[src/rtl/apmm_pkg.sv]
// shared types, register indexes and command codes of the attitude pid motor mixer
package apmm_pkg;

    localparam int NUM_AXES   = 3;
    localparam int NUM_MOTORS = 4;
    localparam int CFG_IDX_W  = 3;
    localparam int CFG_DATA_W = 48;
    localparam int IDX_W      = 2;

    // configuration register indexes
    localparam logic [CFG_IDX_W-1:0] REG_PITCH_GAINS     = 3'd0;
    localparam logic [CFG_IDX_W-1:0] REG_ROLL_GAINS      = 3'd1;
    localparam logic [CFG_IDX_W-1:0] REG_YAW_GAINS       = 3'd2;
    localparam logic [CFG_IDX_W-1:0] REG_INTEGRAL_LIMITS = 3'd3;
    localparam logic [CFG_IDX_W-1:0] REG_PWM_LIMITS      = 3'd4;
    localparam logic [CFG_IDX_W-1:0] REG_MOTOR_SCALES    = 3'd5;
    localparam logic [CFG_IDX_W-1:0] REG_MOTOR_OFFSETS   = 3'd6;

    // operand pair fed to the shared multiplier
    typedef enum logic [2:0] {
        MUL_NONE,
        MUL_KP,
        MUL_KD,
        MUL_KI,
        MUL_SCALE
    } mul_sel_t;

    // what happens to the registered product
    typedef enum logic [2:0] {
        ACC_NONE,
        ACC_LOAD,
        ACC_ADD,
        ACC_INTEG,
        ACC_DRIVE,
        ACC_MOTOR
    } acc_op_t;

    // controller to datapath commands
    typedef struct packed {
        logic             load_in;
        logic             publish;
        mul_sel_t         mul_sel;
        logic [IDX_W-1:0] mul_idx;
        acc_op_t          acc_op;
        logic [IDX_W-1:0] acc_idx;
        logic             mix_en;
        logic [IDX_W-1:0] mix_idx;
    } cmd_t;

    // configuration as seen by the datapath
    typedef struct packed {
        logic [NUM_AXES-1:0][47:0]   gains;
        logic [31:0]                 int_limits;
        logic [31:0]                 pwm_limits;
        logic [NUM_MOTORS-1:0][11:0] scales;
        logic [NUM_MOTORS-1:0][11:0] offsets;
    } cfg_t;

endpackage

[src/rtl/attitude_pid_motor_mixer_unit.sv]
// top level of the attitude pid motor mixer
// out_valid rises after the 19 steps, once the flush state publishes the result
// in_stall holds off new input beats until then; all steps share one 19x17 multiplier
// a new input beat is taken while the previous result still waits in the output registers
// reset: rst_n clears all configuration to zero, the integral and previous angle of
// every axis to zero, and leaves no result pending
module attitude_pid_motor_mixer_unit
(
    input  logic                             clk,
    input  logic                             rst_n,
    input  logic                             in_valid,
    output logic                             in_stall,
    input  logic signed [15:0]               goal_pitch,
    input  logic signed [15:0]               goal_roll,
    input  logic signed [15:0]               goal_yaw,
    input  logic signed [15:0]               angle_pitch,
    input  logic signed [15:0]               angle_roll,
    input  logic signed [15:0]               angle_yaw,
    input  logic        [15:0]               throttle_bias,
    output logic                             out_valid,
    input  logic                             out_stall,
    output logic        [15:0]               motor_0,
    output logic        [15:0]               motor_1,
    output logic        [15:0]               motor_2,
    output logic        [15:0]               motor_3,
    output logic signed [15:0]               pitch_drive,
    output logic signed [15:0]               roll_drive,
    output logic signed [15:0]               yaw_drive,
    input  logic                             cfg_valid,
    output logic                             cfg_ready,
    input  logic [apmm_pkg::CFG_IDX_W-1:0]   cfg_index,
    input  logic [apmm_pkg::CFG_DATA_W-1:0]  cfg_data
);

    apmm_pkg::cmd_t cmd;
    apmm_pkg::cfg_t cfg;

    // configuration is always taken
    assign cfg_ready = 1'b1;

    apmm_cfg_regs u_cfg
    (
        .clk       (clk),
        .rst_n     (rst_n),
        .cfg_valid (cfg_valid),
        .cfg_index (cfg_index),
        .cfg_data  (cfg_data),
        .cfg       (cfg)
    );

    apmm_ctrl u_ctrl
    (
        .clk       (clk),
        .rst_n     (rst_n),
        .in_valid  (in_valid),
        .in_stall  (in_stall),
        .out_valid (out_valid),
        .out_stall (out_stall),
        .cmd       (cmd)
    );

    apmm_datapath u_dp
    (
        .clk           (clk),
        .rst_n         (rst_n),
        .cmd           (cmd),
        .cfg           (cfg),
        .goal_pitch    (goal_pitch),
        .goal_roll     (goal_roll),
        .goal_yaw      (goal_yaw),
        .angle_pitch   (angle_pitch),
        .angle_roll    (angle_roll),
        .angle_yaw     (angle_yaw),
        .throttle_bias (throttle_bias),
        .motor_0       (motor_0),
        .motor_1       (motor_1),
        .motor_2       (motor_2),
        .motor_3       (motor_3),
        .pitch_drive   (pitch_drive),
        .roll_drive    (roll_drive),
        .yaw_drive     (yaw_drive)
    );

endmodule

[src/rtl/apmm_cfg_regs.sv]
// configuration register file with index decode
module apmm_cfg_regs
(
    input  logic                             clk,
    input  logic                             rst_n,
    input  logic                             cfg_valid,
    input  logic [apmm_pkg::CFG_IDX_W-1:0]   cfg_index,
    input  logic [apmm_pkg::CFG_DATA_W-1:0]  cfg_data,
    output apmm_pkg::cfg_t                   cfg
);

    logic [47:0] pitch_gains_reg;
    logic [47:0] roll_gains_reg;
    logic [47:0] yaw_gains_reg;
    logic [31:0] int_limits_reg;
    logic [31:0] pwm_limits_reg;
    logic [47:0] scales_reg;
    logic [47:0] offsets_reg;

    // register writes, out of range indexes are dropped
    always_ff @(posedge clk or negedge rst_n)
    begin
        if (!rst_n)
        begin
            pitch_gains_reg <= '0;
            roll_gains_reg  <= '0;
            yaw_gains_reg   <= '0;
            int_limits_reg  <= '0;
            pwm_limits_reg  <= '0;
            scales_reg      <= '0;
            offsets_reg     <= '0;
        end
        else if (cfg_valid)
        begin
            case (cfg_index)
                apmm_pkg::REG_PITCH_GAINS:     pitch_gains_reg <= cfg_data;
                apmm_pkg::REG_ROLL_GAINS:      roll_gains_reg  <= cfg_data;
                apmm_pkg::REG_YAW_GAINS:       yaw_gains_reg   <= cfg_data;
                apmm_pkg::REG_INTEGRAL_LIMITS: int_limits_reg  <= cfg_data[31:0];
                apmm_pkg::REG_PWM_LIMITS:      pwm_limits_reg  <= cfg_data[31:0];
                apmm_pkg::REG_MOTOR_SCALES:    scales_reg      <= cfg_data;
                apmm_pkg::REG_MOTOR_OFFSETS:   offsets_reg     <= cfg_data;
                default: ;
            endcase
        end
    end

    // pack for the datapath
    always_comb
    begin
        cfg.gains[0]   = pitch_gains_reg;
        cfg.gains[1]   = roll_gains_reg;
        cfg.gains[2]   = yaw_gains_reg;
        cfg.int_limits = int_limits_reg;
        cfg.pwm_limits = pwm_limits_reg;
        cfg.scales     = scales_reg;
        cfg.offsets    = offsets_reg;
    end

endmodule

[src/rtl/apmm_ctrl.sv]
// step sequencer and handshake control of the attitude pid motor mixer
module apmm_ctrl
(
    input  logic           clk,
    input  logic           rst_n,
    input  logic           in_valid,
    output logic           in_stall,
    output logic           out_valid,
    input  logic           out_stall,
    output apmm_pkg::cmd_t cmd
);

    typedef enum logic [1:0] {
        ST_IDLE,
        ST_RUN,
        ST_FLUSH
    } state_t;

    // each axis takes four steps, the mixer starts after the last drive step
    localparam logic [4:0] MIX_FIRST = 5'(apmm_pkg::NUM_AXES * 4 + 1);
    localparam logic [4:0] LAST_STEP = 5'(apmm_pkg::NUM_AXES * 4 + apmm_pkg::NUM_MOTORS + 2);
    localparam logic [1:0] PH_P   = 2'd0;
    localparam logic [1:0] PH_D   = 2'd1;
    localparam logic [1:0] PH_I   = 2'd2;
    localparam logic [1:0] PH_INT = 2'd3;

    state_t     state_reg, state_next;
    logic [4:0] step_reg, step_next;
    logic       out_valid_reg, out_valid_next;
    logic       accept;
    logic       publish;
    logic [2:0] axis_idx;
    logic [2:0] axis_prev;
    logic [1:0] phase;
    logic [4:0] mix_pos;
    logic [4:0] mul_pos;
    logic [4:0] acc_pos;

    assign in_stall  = (state_reg != ST_IDLE);
    assign out_valid = out_valid_reg;
    assign accept    = (state_reg == ST_IDLE) && in_valid;
    assign publish   = (state_reg == ST_FLUSH) && (!out_valid_reg || !out_stall);

    // next state
    always_comb
    begin
        state_next     = state_reg;
        step_next      = step_reg;
        out_valid_next = out_valid_reg && out_stall;
        if (publish)
        begin
            out_valid_next = 1'b1;
        end
        case (state_reg)
            ST_IDLE:
            begin
                if (accept)
                begin
                    state_next = ST_RUN;
                    step_next  = '0;
                end
            end
            ST_RUN:
            begin
                if (step_reg == LAST_STEP)
                begin
                    state_next = ST_FLUSH;
                end
                else
                begin
                    step_next = step_reg + 5'd1;
                end
            end
            ST_FLUSH:
            begin
                if (publish)
                begin
                    state_next = ST_IDLE;
                end
            end
            default: state_next = ST_IDLE;
        endcase
    end

    // step decode
    assign axis_idx  = step_reg[4:2];
    assign axis_prev = axis_idx - 3'd1;
    assign phase     = step_reg[1:0];
    assign mix_pos   = step_reg - MIX_FIRST;
    assign mul_pos   = mix_pos - 5'd1;
    assign acc_pos   = mix_pos - 5'd2;

    always_comb
    begin
        cmd.load_in = accept;
        cmd.publish = publish;
        cmd.mul_sel = apmm_pkg::MUL_NONE;
        cmd.mul_idx = '0;
        cmd.acc_op  = apmm_pkg::ACC_NONE;
        cmd.acc_idx = '0;
        cmd.mix_en  = 1'b0;
        cmd.mix_idx = '0;
        if (state_reg == ST_RUN)
        begin
            if (step_reg < MIX_FIRST)
            begin
                // pid steps, the drive of one axis overlaps the next axis
                case (phase)
                    PH_P:
                    begin
                        if (axis_idx < 3'(apmm_pkg::NUM_AXES))
                        begin
                            cmd.mul_sel = apmm_pkg::MUL_KP;
                            cmd.mul_idx = axis_idx[1:0];
                        end
                        if (axis_idx != 3'd0)
                        begin
                            cmd.acc_op  = apmm_pkg::ACC_DRIVE;
                            cmd.acc_idx = axis_prev[1:0];
                        end
                    end
                    PH_D:
                    begin
                        cmd.mul_sel = apmm_pkg::MUL_KD;
                        cmd.mul_idx = axis_idx[1:0];
                        cmd.acc_op  = apmm_pkg::ACC_LOAD;
                        cmd.acc_idx = axis_idx[1:0];
                    end
                    PH_I:
                    begin
                        cmd.mul_sel = apmm_pkg::MUL_KI;
                        cmd.mul_idx = axis_idx[1:0];
                        cmd.acc_op  = apmm_pkg::ACC_ADD;
                        cmd.acc_idx = axis_idx[1:0];
                    end
                    PH_INT:
                    begin
                        cmd.acc_op  = apmm_pkg::ACC_INTEG;
                        cmd.acc_idx = axis_idx[1:0];
                    end
                    default: ;
                endcase
            end
            else
            begin
                // mixer pipeline: mix, scale, finish per motor
                if (mix_pos < 5'(apmm_pkg::NUM_MOTORS))
                begin
                    cmd.mix_en  = 1'b1;
                    cmd.mix_idx = mix_pos[1:0];
                end
                if ((mix_pos >= 5'd1) && (mix_pos <= 5'(apmm_pkg::NUM_MOTORS)))
                begin
                    cmd.mul_sel = apmm_pkg::MUL_SCALE;
                    cmd.mul_idx = mul_pos[1:0];
                end
                if (mix_pos >= 5'd2)
                begin
                    cmd.acc_op  = apmm_pkg::ACC_MOTOR;
                    cmd.acc_idx = acc_pos[1:0];
                end
            end
        end
    end

    // state and registered outputs
    always_ff @(posedge clk or negedge rst_n)
    begin
        if (!rst_n)
        begin
            state_reg     <= ST_IDLE;
            step_reg      <= '0;
            out_valid_reg <= 1'b0;
        end
        else
        begin
            state_reg     <= state_next;
            step_reg      <= step_next;
            out_valid_reg <= out_valid_next;
        end
    end

endmodule

[src/rtl/apmm_datapath.sv]
// pid and mixer datapath around one shared multiplier
module apmm_datapath
(
    input  logic               clk,
    input  logic               rst_n,
    input  apmm_pkg::cmd_t     cmd,
    input  apmm_pkg::cfg_t     cfg,
    input  logic signed [15:0] goal_pitch,
    input  logic signed [15:0] goal_roll,
    input  logic signed [15:0] goal_yaw,
    input  logic signed [15:0] angle_pitch,
    input  logic signed [15:0] angle_roll,
    input  logic signed [15:0] angle_yaw,
    input  logic        [15:0] throttle_bias,
    output logic        [15:0] motor_0,
    output logic        [15:0] motor_1,
    output logic        [15:0] motor_2,
    output logic        [15:0] motor_3,
    output logic signed [15:0] pitch_drive,
    output logic signed [15:0] roll_drive,
    output logic signed [15:0] yaw_drive
);

    // mixing signs, bit k set when the drive adds to motor k
    localparam logic [3:0] PITCH_POS = 4'b1001;
    localparam logic [3:0] ROLL_POS  = 4'b0011;
    localparam logic [3:0] YAW_POS   = 4'b0101;

    logic signed [15:0] goal_reg   [apmm_pkg::NUM_AXES];
    logic signed [15:0] angle_reg  [apmm_pkg::NUM_AXES];
    logic signed [15:0] integ_reg  [apmm_pkg::NUM_AXES];
    logic signed [15:0] prev_reg   [apmm_pkg::NUM_AXES];
    logic signed [15:0] drive_reg  [apmm_pkg::NUM_AXES];
    logic        [15:0] motor_reg  [apmm_pkg::NUM_MOTORS];
    logic        [15:0] throttle_reg;
    logic signed [35:0] prod_reg;
    logic signed [35:0] sum_reg;
    logic signed [18:0] mix_reg;
    logic        [15:0] out_motor_reg [apmm_pkg::NUM_MOTORS];
    logic signed [15:0] out_drive_reg [apmm_pkg::NUM_AXES];

    logic signed [16:0] err;
    logic signed [16:0] fall;
    logic        [47:0] gains;
    logic signed [18:0] op_a;
    logic signed [16:0] op_b;
    logic signed [35:0] mult;
    logic signed [35:0] rnd_i;
    logic signed [21:0] isum;
    logic signed [21:0] ilo;
    logic signed [21:0] ihi;
    logic signed [21:0] iclamp;
    logic signed [21:0] dsum;
    logic signed [15:0] dsat;
    logic signed [18:0] mix_val;
    logic signed [18:0] t_pitch;
    logic signed [18:0] t_roll;
    logic signed [18:0] t_yaw;
    logic signed [35:0] rnd_s;
    logic signed [27:0] msum;
    logic signed [27:0] pmin_w;
    logic signed [27:0] pmax_w;
    logic signed [27:0] mclamp;
    logic        [11:0] offs;

    // multiplier operands
    assign gains = cfg.gains[cmd.mul_idx];
    assign err   = 17'(goal_reg[cmd.mul_idx]) - 17'(angle_reg[cmd.mul_idx]);
    assign fall  = 17'(prev_reg[cmd.mul_idx]) - 17'(angle_reg[cmd.mul_idx]);

    always_comb
    begin
        case (cmd.mul_sel)
            apmm_pkg::MUL_KP:
            begin
                op_a = 19'(err);
                op_b = 17'(signed'(gains[15:0]));
            end
            apmm_pkg::MUL_KI:
            begin
                op_a = 19'(err);
                op_b = 17'(signed'(gains[31:16]));
            end
            apmm_pkg::MUL_KD:
            begin
                op_a = 19'(fall);
                op_b = 17'(signed'(gains[47:32]));
            end
            apmm_pkg::MUL_SCALE:
            begin
                op_a = mix_reg;
                op_b = signed'({5'b0, cfg.scales[cmd.mul_idx]});
            end
            default:
            begin
                op_a = '0;
                op_b = '0;
            end
        endcase
    end

    assign mult = op_a * op_b;

    // integral update with clamp, upper limit wins when reversed
    assign rnd_i = prod_reg + 36'sd8192;
    assign isum  = 22'(integ_reg[cmd.acc_idx]) + rnd_i[35:14];
    assign ilo   = 22'(signed'(cfg.int_limits[15:0]));
    assign ihi   = 22'(signed'(cfg.int_limits[31:16]));

    always_comb
    begin
        iclamp = isum;
        if (iclamp < ilo)
        begin
            iclamp = ilo;
        end
        if (iclamp > ihi)
        begin
            iclamp = ihi;
        end
    end

    // drive, rounding offset already sits in the sum
    assign dsum = sum_reg[35:14] + 22'(integ_reg[cmd.acc_idx]);

    always_comb
    begin
        if (dsum > 22'sd32767)
        begin
            dsat = 16'sh7fff;
        end
        else if (dsum < -22'sd32768)
        begin
            dsat = 16'sh8000;
        end
        else
        begin
            dsat = dsum[15:0];
        end
    end

    // x pattern mix on top of the minimum pwm
    assign t_pitch = PITCH_POS[cmd.mix_idx] ? 19'(drive_reg[0]) : -19'(drive_reg[0]);
    assign t_roll  = ROLL_POS[cmd.mix_idx]  ? 19'(drive_reg[1]) : -19'(drive_reg[1]);
    assign t_yaw   = YAW_POS[cmd.mix_idx]   ? 19'(drive_reg[2]) : -19'(drive_reg[2]);
    assign mix_val = signed'({3'b0, cfg.pwm_limits[15:0]}) + t_pitch + t_roll + t_yaw;

    // scaled motor value, bias, offset and pwm clamp
    assign offs   = cfg.offsets[cmd.acc_idx];
    assign rnd_s  = prod_reg + 36'sd128;
    assign pmin_w = signed'({12'b0, cfg.pwm_limits[15:0]});
    assign pmax_w = signed'({12'b0, cfg.pwm_limits[31:16]});
    assign msum   = rnd_s[35:8] + signed'({12'b0, throttle_reg}) + 28'(signed'(offs));

    always_comb
    begin
        mclamp = msum;
        if (mclamp < pmin_w)
        begin
            mclamp = pmin_w;
        end
        if (mclamp > pmax_w)
        begin
            mclamp = pmax_w;
        end
    end

    // controller state kept across ticks
    always_ff @(posedge clk or negedge rst_n)
    begin
        if (!rst_n)
        begin
            for (int i = 0; i < apmm_pkg::NUM_AXES; i++)
            begin
                integ_reg[i] <= '0;
                prev_reg[i]  <= '0;
            end
        end
        else if (cmd.acc_op == apmm_pkg::ACC_INTEG)
        begin
            integ_reg[cmd.acc_idx] <= iclamp[15:0];
            prev_reg[cmd.acc_idx]  <= angle_reg[cmd.acc_idx];
        end
    end

    // input capture, product, accumulator and working registers
    always_ff @(posedge clk)
    begin
        if (cmd.load_in)
        begin
            goal_reg[0]  <= goal_pitch;
            goal_reg[1]  <= goal_roll;
            goal_reg[2]  <= goal_yaw;
            angle_reg[0] <= angle_pitch;
            angle_reg[1] <= angle_roll;
            angle_reg[2] <= angle_yaw;
            throttle_reg <= throttle_bias;
        end
        prod_reg <= mult;
        case (cmd.acc_op)
            apmm_pkg::ACC_LOAD:  sum_reg <= prod_reg + 36'sd8192;
            apmm_pkg::ACC_ADD:   sum_reg <= sum_reg + prod_reg;
            apmm_pkg::ACC_DRIVE: drive_reg[cmd.acc_idx] <= dsat;
            apmm_pkg::ACC_MOTOR: motor_reg[cmd.acc_idx] <= mclamp[15:0];
            default: ;
        endcase
        if (cmd.mix_en)
        begin
            mix_reg <= mix_val;
        end
    end

    // output beat registers
    always_ff @(posedge clk)
    begin
        if (cmd.publish)
        begin
            for (int k = 0; k < apmm_pkg::NUM_MOTORS; k++)
            begin
                out_motor_reg[k] <= motor_reg[k];
            end
            for (int i = 0; i < apmm_pkg::NUM_AXES; i++)
            begin
                out_drive_reg[i] <= drive_reg[i];
            end
        end
    end

    assign motor_0     = out_motor_reg[0];
    assign motor_1     = out_motor_reg[1];
    assign motor_2     = out_motor_reg[2];
    assign motor_3     = out_motor_reg[3];
    assign pitch_drive = out_drive_reg[0];
    assign roll_drive  = out_drive_reg[1];
    assign yaw_drive   = out_drive_reg[2];

endmodule
[config.mk]
export PLATFORM = sky130hd
export DESIGN_NAME = attitude_pid_motor_mixer_unit
export DESIGN_NICKNAME = d
export VERILOG_FILES = /design/src/rtl/apmm_pkg.sv /design/src/rtl/attitude_pid_motor_mixer_unit.sv /design/src/rtl/apmm_cfg_regs.sv /design/src/rtl/apmm_ctrl.sv /design/src/rtl/apmm_datapath.sv
export SDC_FILE = /design/constraint.sdc
export NUM_CORES = 2
export LEC_CHECK = 0
export BUFFER_PORTS_ARGS = -buffer_cell sky130_fd_sc_hd__clkbuf_2
export CAP_MARGIN = 5
export CORE_UTILIZATION = 50
export DETAILED_ROUTE_END_ITERATION = 8
export PLACE_DENSITY = 0.67
export SLEW_MARGIN = 0
export SYNTH_ARGS = -nofsm -noshare
export SYNTH_HDL_FRONTEND = slang
export SYNTH_HIERARCHICAL = 1
export SYNTH_SLANG_ARGS = --single-unit
[constraint.sdc]
create_clock -name clk -period 33.5 [get_ports clk]
set_input_delay 10.05 -clock clk [delete_from_list [all_inputs] [get_ports clk]]
set_output_delay 10.05 -clock clk [all_outputs]
set_load 0.005 [all_outputs]
==> run_results.csv <==
group,metric,value,unit
worst_setup_path,critPathRequiredTime,34.06,ns
floorplan,ios,283,
drt,detail-route-antenna-nets,0,
layout,drive_above_1_share,0.157,
place,placed_cells,6959,
sta,finalHoldViolCount,0,
synth,syn-cell-area,57700,um2
worst_setup_path,worstSetupPathType,"reg -> reg",
worst_setup_path,cp_max_fo,38,
global_route,grt.total_usage,0.283,
worst_setup_path,arrival,14.03,ns
worst_setup_path,slowest_stage,"nor2_2",
clocking,numCtsBuffers,90,
global_route,grt_pass1_vias,41638,
sta,tightest_slew,1.34,ns
drt,wirelength,163000,um
sta,setup_viol,0,
worst_setup_path,startpoint_type,"flip-flop",
worst_setup_path,reg2reg_depth,40,
clocking,postCtsSetupBuffers,0,
layout,final_cell_mix,"inv_1 (597), nand2_1 (440), dfrtp_1 (408)",
synth,async_reset_ff_frac,0.489,
worst_setup_path,endpoint_kind,"flip-flop",
layout,fin_nets,6431,
layout,stdcell_count,7129,
worst_hold_path,hp-class,"reg -> reg",
clocking,clkLatencyLatePin,0.69,ns
synth,yosys_most_used_dff,"dfrtp_1",
clocking,ctsLongestPathBuffers,3,
place,dpl.hpwl,125000,um
drt,vias_per_cell,5.76,
sta,fin_crit_sh,0.402,
synth,synthDistinctLibCells,111,
synth,syn_inst,5288,
clocking,htree_num_levels,3,
synth,syn-num-nets,6180,
worst_setup_path,slowest_delay,0.72,ns
drt,drc,0,
place,place_congestion,0.970,
global_route,grt-ovfl-total,0,
drt,vias,41051,
drt,first_pass_iters,8,
synth,yosysWarnings,6,
synth,synth-seq-cells,835,
sta,skew,0.0482,ns
layout,areaGrowthSynthToFinish,11.0,%
sta,max_slew_margin,0.107,
outcome,status,"completed",
sta,finalSetupTns,0,ns
clocking,cts_tree,"built",
clocking,cts_sinks,835,
clocking,clk_pin_slew,0.06,ns
sta,fin_crit,13.47,ns
floorplan,initial_core_util,0.504,
synth,synth_edf_count,391,
floorplan,core_area,114000,um2
drt,wl_per_cell,22.9,um
clocking,cts-resized-gates,0,
sta,rsz0062_at_grt,"false",
layout,final_common_cell,"inv_1",
place,io_buffers,281,
synth,avgSynthCellArea,10.9,um2
sta,slew_violations,0,
sta,whs,0.409,ns
floorplan,die_y,342,um
global_route,grt_pass1_wl,250000,um
floorplan,dieWidth,342,um
drt,drt_iter0_drc,3196,
global_route,grt_start_max_net_pins,119,
worst_setup_path,crit_top_cell,"fa_1",
worst_hold_path,hold_depth,0,
clocking,hold_buffers,0,
synth,ys_seq_area_frac,0.393,
floorplan,row_count,124,
sta,fmax,0.0742,GHz
floorplan,die_area,117000,um2
run,maxCapViolations,0,
clocking,clockRootBuffer,"clkbuf_16",
global_route,antenna_found_initial,16,
[through the flow]
stage                     setup slack [ns]  utilization  cell area (um2)
after floorplan                      21.88            -            57700
after global placement               20.30        0.532            60800
after detailed placement             20.13        0.532            60800
after CTS                            20.09        0.560            64000
after global routing                 19.19        0.560            64000
final                                20.03        0.560            64000
[worst max-delay path, delay by kind of cell (launching register included)]
kind / cells / cell delay (ns)
adders and majority gates: 10 / 4.83
AOI/OAI and AO/OA: 16 / 3.97
buffers and inverters: 7 / 1.98
and+or+nand+nor: 6 / 1.89
DFF: 1 / 0.53
xor gates and xnor gates: 1 / 0.09
[area by class of cell]
class / instances / area (um2)
Fill cell: 9757 / 50300
Multi-Input combinational cell: 3653 / 32000
Sequential cell: 835 / 22700
Clock buffer: 124 / 2550
Inverter: 599 / 2250
Timing Repair Buffer: 360 / 2010
Tap cell: 1512 / 1890
Clock inverter: 42 / 599
Antenna cell: 4 / 10.0
[per-layer routing]
| metal | vias up | global-route usage | routed length, um |
|---|---|---|---|
| li1 | 18730 | - | - |
| met1 | 20446 | 0.379 | 68600 |
| met2 | 1537 | 0.460 | 76400 |
| met3 | 336 | 0.0440 | 10900 |
| met5 | - | 0 | 15 |
| met4 | 2 | 0.114 | 7190 |
[path summary, 6_finish.rpt]
check | from | to | slack, ns
max reg2reg | u_ctrl/step_reg[0] | u_dp/prod_reg[35] | 20.03
min | u_dp/motor_reg[1][8] | u_dp/out_motor_reg[1][8] | 0.41
max in group asynchronous | rst_n | u_cfg/pitch_gains_reg[28] | 21.48
max | u_ctrl/step_reg[0] | u_dp/prod_reg[35] | 20.03
min reg2reg | u_dp/motor_reg[1][8] | u_dp/out_motor_reg[1][8] | 0.41
min in group asynchronous | rst_n | u_cfg/yaw_gains_reg[5] | 9.42
[cell usage after synthesis, types with 32 or more instances]
cell	count	area (um2)
fa_1	382	7650
inv_1	597	2240
a22oi_1	33	248
a31oi_1	32	200
a21o_1	71	533
o21a_1	39	293
nand2b_1	64	400
edfxtp_1	391	11700
or2_2	32	200
mux2i_1	103	1030
xnor2_1	162	1420
nor2b_1	42	263
nor3_1	58	290
nand2_1	440	1650
dfxtp_1	36	721
mux2_2	256	2880
o21ai_0	237	1190
mux2_1	130	1460
clkbuf_1	126	473
xor2_1	97	850
nand3_1	64	320
ha_1	342	4280
nor2_1	404	1520
dfrtp_1	408	10200
a21oi_1	251	1260
[kinds of logic (layout without fill, tap and decap cells)]
logic type / Yosys count / in the layout / synth area share
xor+xnor: 260 / 260 / 0.0397
compound gates: 900 / 900 / 0.101
fa+ha+maj: 724 / 724 / 0.207
mux: 526 / 526 / 0.106
simple gates: 1242 / 1242 / 0.0979
other cells: 1 / 5 / 0.0000650
buf+inv: 800 / 1125 / 0.0553
flops: 835 / 835 / 0.393
Power is left out: the tool's default activity adds up to more than one toggle a clock period on the data nets, which glitch-free logic cannot reach.
